--- config.mk ---
export PLATFORM = sky130hd
export DESIGN_NAME = abdt_divider
export DESIGN_NICKNAME = d
export VERILOG_FILES = /design/src/hw/rtl/abdt_pkg.sv /design/src/hw/rtl/abdt_divider.sv
export SDC_FILE = /design/constraint.sdc
export NUM_CORES = 2
export LEC_CHECK = 0
export ABC_AREA = 1
export BUFFER_PORTS_ARGS = -buffer_cell sky130_fd_sc_hd__buf_2
export CELL_PAD_IN_SITES_DETAIL_PLACEMENT = 0
export CELL_PAD_IN_SITES_GLOBAL_PLACEMENT = 1
export CORE_MARGIN = 5
export CORE_UTILIZATION = 48
export DETAILED_ROUTE_END_ITERATION = 10
export PLACE_DENSITY_LB_ADDON = 0.2
export SLEW_MARGIN = 15
export SYNTH_ARGS = -nofsm -noshare
export SYNTH_HDL_FRONTEND = slang
export SYNTH_SLANG_ARGS = --single-unit
--- constraint.sdc ---
create_clock -name clock -period 41.3 [get_ports clock]
set_input_delay 4.13 -clock clock [delete_from_list [all_inputs] [get_ports clock]]
set_output_delay 4.13 -clock clock [all_outputs]
set_load 0.005 [all_outputs]
--- src/hw/rtl/abdt_pkg.sv ---
// Shared types, constants and table functions of the anchor box decoder.
`default_nettype none

package abdt_pkg;

   // Field widths.
   localparam int CLASS_W = 7;
   localparam int SCORE_W = 16;
   localparam int LOGIT_W = 16;
   localparam int COORD_W = 13;
   localparam int NSIZE_W = 12;
   localparam int CSR_W   = 16;

   // Fixed-point widths of the box arithmetic (Q.16 and Q.32 pixel positions).
   localparam int CQ16_W  = 31;
   localparam int POS_W   = 48;
   localparam int HALF_W  = 42;
   localparam int MAG_W   = 44;
   localparam int NUM_W   = 25;
   localparam int DIV_STEPS = 13;

   // Number of detection heads and anchors per head.
   localparam logic [1:0] LEVEL_COUNT  = 2'd3;
   localparam logic [1:0] ANCHOR_COUNT = 2'd3;

   // Configuration register indexes.
   typedef enum logic [1:0] {
      CSR_SCORE_THRESHOLD,
      CSR_IMAGE_WIDTH,
      CSR_IMAGE_HEIGHT,
      CSR_NETWORK_SIZE
   } abdt_csr_type;

   // Centre and half size of a box, with class and score.
   typedef struct packed {
      logic [CLASS_W-1:0]      class_id;
      logic [SCORE_W-1:0]      score;
      logic signed [POS_W-1:0] cx;
      logic signed [POS_W-1:0] cy;
      logic [HALF_W-1:0]       hw;
      logic [HALF_W-1:0]       hh;
   } abdt_box_type;

   // One corner ready for division: below zero, beyond the image, or a numerator.
   typedef struct packed {
      logic             lo;
      logic             hi;
      logic [NUM_W-1:0] num;
   } abdt_lane_type;

   typedef struct packed {
      logic [CLASS_W-1:0]      class_id;
      logic [SCORE_W-1:0]      score;
      abdt_lane_type [3:0]     lane;
   } abdt_corner_type;

   // One corner in the middle of the long division.
   typedef struct packed {
      logic               lo;
      logic               hi;
      logic [NUM_W-1:0]   num;
      logic [NSIZE_W-1:0] rem;
      logic [COORD_W-1:0] quot;
   } abdt_dlane_type;

   typedef struct packed {
      logic [CLASS_W-1:0]   class_id;
      logic [SCORE_W-1:0]   score;
      abdt_dlane_type [3:0] lane;
   } abdt_div_type;

   // Sigmoid knots at steps of 0.5 in Q0.16.
   function automatic logic [15:0] abdt_sig_knot(input logic [4:0] k);
      logic [15:0] v;
      case (k)
         5'd0:    v = 16'd32768;
         5'd1:    v = 16'd40793;
         5'd2:    v = 16'd47911;
         5'd3:    v = 16'd53581;
         5'd4:    v = 16'd57724;
         5'd5:    v = 16'd60565;
         5'd6:    v = 16'd62428;
         5'd7:    v = 16'd63615;
         5'd8:    v = 16'd64357;
         5'd9:    v = 16'd64816;
         5'd10:   v = 16'd65097;
         5'd11:   v = 16'd65269;
         5'd12:   v = 16'd65374;
         5'd13:   v = 16'd65438;
         5'd14:   v = 16'd65476;
         5'd15:   v = 16'd65500;
         default: v = 16'd65514;
      endcase
      return v;
   endfunction

   // Piecewise linear sigmoid of a signed Q8.8 logit, result in Q0.16.
   function automatic logic [15:0] abdt_sigmoid(input logic [15:0] raw);
      logic        neg;
      logic [15:0] mag;
      logic [3:0]  idx;
      logic [6:0]  frac;
      logic [15:0] t0;
      logic [15:0] t1;
      logic [19:0] prod;
      logic [16:0] s;
      logic [16:0] res;
      neg  = raw[15];
      mag  = neg ? 16'(~raw + 16'd1) : raw;
      idx  = mag[10:7];
      frac = mag[6:0];
      t0   = abdt_sig_knot({1'b0, idx});
      t1   = abdt_sig_knot(5'({1'b0, idx} + 5'd1));
      prod = 20'(t1 - t0) * 20'(frac) + 20'd64;
      if (mag >= 16'd2048) begin
         s = 17'(abdt_sig_knot(5'd16));
      end else begin
         s = 17'(t0) + 17'(prod[19:7]);
      end
      res = neg ? 17'(17'h10000 - s) : s;
      return res[15:0];
   endfunction

   // Left shift that multiplies by the head's stride.
   function automatic logic [2:0] abdt_stride_shift(input logic [1:0] level);
      logic [2:0] v;
      case (level)
         2'd0:    v = 3'd3;
         2'd1:    v = 3'd4;
         2'd2:    v = 3'd5;
         default: v = 3'd6;
      endcase
      return v;
   endfunction

   // Anchor width in pixels.
   function automatic logic [8:0] abdt_anchor_w(input logic [1:0] level,
                                                input logic [1:0] slot);
      logic [8:0] v;
      case ({level, slot})
         4'h0:    v = 9'd10;
         4'h1:    v = 9'd16;
         4'h2:    v = 9'd33;
         4'h4:    v = 9'd30;
         4'h5:    v = 9'd62;
         4'h6:    v = 9'd59;
         4'h8:    v = 9'd116;
         4'h9:    v = 9'd156;
         4'hA:    v = 9'd373;
         default: v = 9'd0;
      endcase
      return v;
   endfunction

   // Anchor height in pixels.
   function automatic logic [8:0] abdt_anchor_h(input logic [1:0] level,
                                                input logic [1:0] slot);
      logic [8:0] v;
      case ({level, slot})
         4'h0:    v = 9'd13;
         4'h1:    v = 9'd30;
         4'h2:    v = 9'd23;
         4'h4:    v = 9'd61;
         4'h5:    v = 9'd45;
         4'h6:    v = 9'd119;
         4'h8:    v = 9'd90;
         4'h9:    v = 9'd198;
         4'hA:    v = 9'd326;
         default: v = 9'd0;
      endcase
      return v;
   endfunction

endpackage

`default_nettype wire

--- src/hw/rtl/abdt_divider.sv ---
// Pipelined restoring divider, one quotient bit per stage for four corners,
// followed by the clamp and the result register.
`default_nettype none

module abdt_divider
   import abdt_pkg::*;
(
   input  wire logic               clock,
   input  wire logic               reset,
   input  wire logic               in_valid,
   output logic                    in_ready,
   input  wire abdt_corner_type    in_corner,
   input  wire logic [NSIZE_W-1:0] divisor,
   input  wire logic [COORD_W-1:0] image_width,
   input  wire logic [COORD_W-1:0] image_height,
   output logic                    out_valid,
   input  wire logic               out_ready,
   output logic [CLASS_W-1:0]      out_class_id,
   output logic [SCORE_W-1:0]      out_score,
   output logic [COORD_W-1:0]      out_left,
   output logic [COORD_W-1:0]      out_top,
   output logic [COORD_W-1:0]      out_right,
   output logic [COORD_W-1:0]      out_bottom
);

   logic         dv_v_ff [DIV_STEPS];
   abdt_div_type dv_ff   [DIV_STEPS];
   logic         dv_ready [DIV_STEPS+1];

   logic                out_v_ff;
   logic [CLASS_W-1:0]  out_class_ff;
   logic [SCORE_W-1:0]  out_score_ff;
   logic [COORD_W-1:0]  out_pos_ff [4];

   assign dv_ready[DIV_STEPS] = !out_v_ff || out_ready;
   assign in_ready            = dv_ready[0];

   // The quotient is below the image size, so its upper bits are zero and the
   // division starts with the numerator's upper bits as remainder.
   abdt_div_type first;
   always_comb begin
      first.class_id = in_corner.class_id;
      first.score    = in_corner.score;
      for (int l = 0; l < 4; l++) begin
         first.lane[l].lo   = in_corner.lane[l].lo;
         first.lane[l].hi   = in_corner.lane[l].hi;
         first.lane[l].num  = in_corner.lane[l].num;
         first.lane[l].rem  = in_corner.lane[l].num[NUM_W-1:DIV_STEPS];
         first.lane[l].quot = '0;
      end
   end

   for (genvar k = 0; k < DIV_STEPS; k++) begin : g_step
      localparam int BitPos = DIV_STEPS - 1 - k;
      abdt_div_type          src;
      logic                  src_v;
      abdt_div_type          step_in;
      logic [NSIZE_W:0]      trial [4];
      logic [3:0]            take;

      if (k == 0) begin : g_head
         assign src   = first;
         assign src_v = in_valid;
      end else begin : g_body
         assign src   = dv_ff[k-1];
         assign src_v = dv_v_ff[k-1];
      end

      assign dv_ready[k] = !dv_v_ff[k] || dv_ready[k+1];

      // One compare and subtract per corner.
      always_comb begin
         step_in = src;
         for (int l = 0; l < 4; l++) begin
            trial[l] = {src.lane[l].rem, src.lane[l].num[BitPos]};
            take[l]  = trial[l] >= {1'b0, divisor};
            step_in.lane[l].rem  = take[l] ? NSIZE_W'(trial[l] - {1'b0, divisor})
                                           : trial[l][NSIZE_W-1:0];
            step_in.lane[l].quot = {src.lane[l].quot[COORD_W-2:0], take[l]};
         end
      end

      always_ff @(posedge clock) begin
         if (reset) begin
            dv_v_ff[k] <= 1'b0;
         end else if (dv_ready[k]) begin
            dv_v_ff[k] <= src_v;
         end
      end

      always_ff @(posedge clock) begin
         if (dv_ready[k]) begin
            dv_ff[k] <= step_in;
         end
      end
   end

   // Clamp to the image and register the result.
   logic [COORD_W-1:0] pos_in [4];
   always_comb begin
      for (int l = 0; l < 4; l++) begin
         if (dv_ff[DIV_STEPS-1].lane[l].lo) begin
            pos_in[l] = '0;
         end else if (dv_ff[DIV_STEPS-1].lane[l].hi) begin
            pos_in[l] = (l % 2 == 0) ? image_width : image_height;
         end else begin
            pos_in[l] = dv_ff[DIV_STEPS-1].lane[l].quot;
         end
      end
   end

   always_ff @(posedge clock) begin
      if (reset) begin
         out_v_ff <= 1'b0;
      end else if (dv_ready[DIV_STEPS]) begin
         out_v_ff <= dv_v_ff[DIV_STEPS-1];
      end
   end

   always_ff @(posedge clock) begin
      if (dv_ready[DIV_STEPS]) begin
         out_class_ff <= dv_ff[DIV_STEPS-1].class_id;
         out_score_ff <= dv_ff[DIV_STEPS-1].score;
         out_pos_ff   <= pos_in;
      end
   end

   assign out_valid    = out_v_ff;
   assign out_class_id = out_class_ff;
   assign out_score    = out_score_ff;
   assign out_left     = out_pos_ff[0];
   assign out_top      = out_pos_ff[1];
   assign out_right    = out_pos_ff[2];
   assign out_bottom   = out_pos_ff[3];

endmodule

`default_nettype wire

==> reports/results.ini <==
[outcome]
status = complete, no violations

[setup_path]
endpoint = in_ready
critPathKind = input port to output pin
worst-endpoint-arrival_ns = 7.47
cp-start-kind = input port
startpoint = out_ready
timing.rr.start = out_valid$_SDFFE_PP0P_
r2r_slack_ns = 36.57
crit_fanout = 32
timing.rr.end = dv_ff[0][460]$_DFFE_PP_
worstRegToRegCells = 11
required_ns = 37.17
end_kind = output pin

[clocking]
cts_hold_buf = 0
clock_sinks = 1744
insertion_delay_ns = 0.85
htreeDepth = 4
cts_resized = 0
clk_path_buf_depth = 3
root_buffer = clkbuf_16
cts_tree = yes
cts_buffers = 182
postCtsSetupBuffers = 0
clk_pin_slew_ns = 0.06

[placed_design]
hpwlAfterDp_um = 134800
placed_area_um2 = 90410
port_buffers = 249
place_inst = 10010
gp_congestion = 0.8744

[detailed_routing]
num_vias = 54950
drt_iter0_drc = 3627
ant_nets = 0
drt-total-wl_um = 198100
wire_per_inst_um = 19.16
firstDrtPassIters = 6
drc = 0
vias_per_cell = 5.313

[synthesis]
syn-num-nets = 8322
syn_inst = 7477
synth_cell_types = 48
synth_area_per_cell_um2 = 11.57
netlist_area_um2 = 86510
yosysSeqAreaShare_pct = 60.53
synth_seq_cells = 1744
ys_async_sr_fraction_pct = 0
yosysWarnings = 0
ys.flop_type = edfxtp_1
synth_edf_count = 1743

[sta]
tightest_slew_ns = 1.139
fin_tns_setup_ns = 0
timing.fmax_ghz = 0.08620
maxSlewHeadroom_pct = 24.06
finalClockSkew_ns = 0.04322
hold_viol_final = 0
drv_slew = 0
layout_min_cycle_time_ns = 11.60
report.final.setup_viol = 0
rsz0062_at_grt = false
fin_crit_sh_pct = 28.09

[final_layout]
final_cell_mix = edfxtp_1, a21oi_1, nand2_1
final_nets = 8679
layout.cells.most_common = edfxtp_1
final_cells = 10340
area_delta_synth_final_pct = 11.64
design_area_um2 = 96570
drive_gt1_share_pct = 8.866

[grt]
globalRouteOverflowTotal = 0
grt_use_total_pct = 20.94
grt_max_degree = 122
grt_pass1_vias = 54350
grt_first_pass_wirelength_um = 306200
antenna_found_initial = 3

[run]
max-cap-violations = 0

[power]
vdd_drop_max_mv = 0.04181
p_sw_mw = 2.516
p_leak_nw = 39.00
p_clk_share_pct = 23.3
sw_frac_of_total_pct = 35.29
internal_power_mw = 4.614
finalPower_mw = 7.129
seqPwrFrac_pct = 40.4
powerDensity_nw_per_um2 = 73.82
combPwrFrac_pct = 36.3

[floorplan]
die_w_um = 434.5
die_area_um2 = 188800
coreArea_um2 = 178800
die_h_um = 434.5
rows = 155
initial_core_util_pct = 48.38
io_pins = 250

[worst_hold_path]
hp-class = register to register
hold_path_depth = 0

[synthesized netlist by cell type (106+ instances only)]
library cell  number  area, um^2
a21oi_1         1031        5160
edfxtp_1        1743       52340
ha_1             624        7807
inv_1            462        1734
nand2_1         1017        3817
nand3_1          257        1286
nand4_1          106       663.1
nor2_1           944        3543
nor3_1           107       535.5
o21ai_0          168       840.8
xnor2_1          230        2014
xor2_1           248        2172
[cell type report]
class | count | area, um^2
tap | 2355 | 2947
clock buffer | 214 | 4674
antenna | 1 | 2.502
timing repair buffer | 283 | 1523
inverter | 462 | 1782
sequential | 1744 | 52360
multi-input combinational | 5161 | 31800
fill | 15340 | 82240
clock inverter | 122 | 1485
[per-stage QoR]
step	hold WS, ns	setup WS (ns)	util [%]
finish	0.3855	29.70	54.01
floorplan	0.4003	20.88	-
global route	0.3985	29.43	54.01
CTS	0.3833	29.67	54.01
global placement	0.4001	29.76	50.56
detailed placement	0.4045	29.65	50.56
[worst max-delay path, cell delays in order]
cell and delay (ns):
buf_2 0.09, inv_1 0.19, nand3_4 0.48, nor2_4 0.42, nand4_4 0.14, nor2_4 0.25
nand4_1 0.67, nor2_2 0.35, nand4_1 0.16, buf_4 0.31, buf_2 0.24
[sequential cells by signal (all words and copies together) (netlist names), 7 cells and up]
name          flops
dv_ff          1655
out_score        16
dv_v_ff          13
out_bottom       13
out_left         13
out_right        13
out_top          13
out_class_id      7
[cell families (layout without fill, tap and decap cells)]
| group | after synthesis | count (layout) | synth area share (%) |
|---|---|---|---|
| other | 0 | 1 | 0 |
| buffers and inverters | 572 | 1081 | 2.758 |
| XOR/XNOR | 478 | 478 | 4.840 |
| adder cells (fa/ha/maj) | 672 | 672 | 10.14 |
| AO/OA/AOI/OAI | 1470 | 1470 | 9.248 |
| flip-flops | 1744 | 1744 | 60.53 |
| AND/OR/NAND/NOR | 2541 | 2541 | 12.49 |
[metal layers]
metal	GRT usage, %	wire length [um]	share of wire (%)	vias to the layer above
li1	-	-	-	27660
met1	29.33	92530	47	26090
met4	5.289	4412	2.2	0
met3	2.753	7257	3.7	274
met2	34.86	93940	47	915
met5	0	0	0	-
[power by group through the flow]
| stage | Combinational (mW) | Sequential [mW] | Clock (mW) |
|---|---|---|---|
| 6_report | 2.59 | 2.88 | 1.66 |
| 5_1_grt | 2.95 | 2.93 | 1.78 |
| 4_1_cts | 2.59 | 2.88 | 1.70 |
| 3_5_place_dp | 2.57 | 2.92 | 0 |
| 3_3_place_gp | 2.55 | 2.91 | 0 |
| 2_1_floorplan | 2.08 | 2.80 | 0 |
[worst min path at each step]
stage | to | startpoint | slack, ns
3_5_place_dp | dv_ff[0][1030]$_DFFE_PP_ | dv_ff[0][798]$_DFFE_PP_ | 0.40
5_1_grt | dv_ff[0][1437]$_DFFE_PP_ | dv_ff[0][1206]$_DFFE_PP_ | 0.40
3_3_place_gp | dv_ff[1][900]$_DFFE_PP_ | dv_ff[1][669]$_DFFE_PP_ | 0.40
2_1_floorplan | dv_ff[0][1001]$_DFFE_PP_ | dv_ff[0][770]$_DFFE_PP_ | 0.40
6_report | dv_ff[1][848]$_DFFE_PP_ | dv_ff[1][617]$_DFFE_PP_ | 0.39
4_1_cts | dv_ff[1][848]$_DFFE_PP_ | dv_ff[1][617]$_DFFE_PP_ | 0.38
No activity file was read; power rests on OpenSTA's default activity.
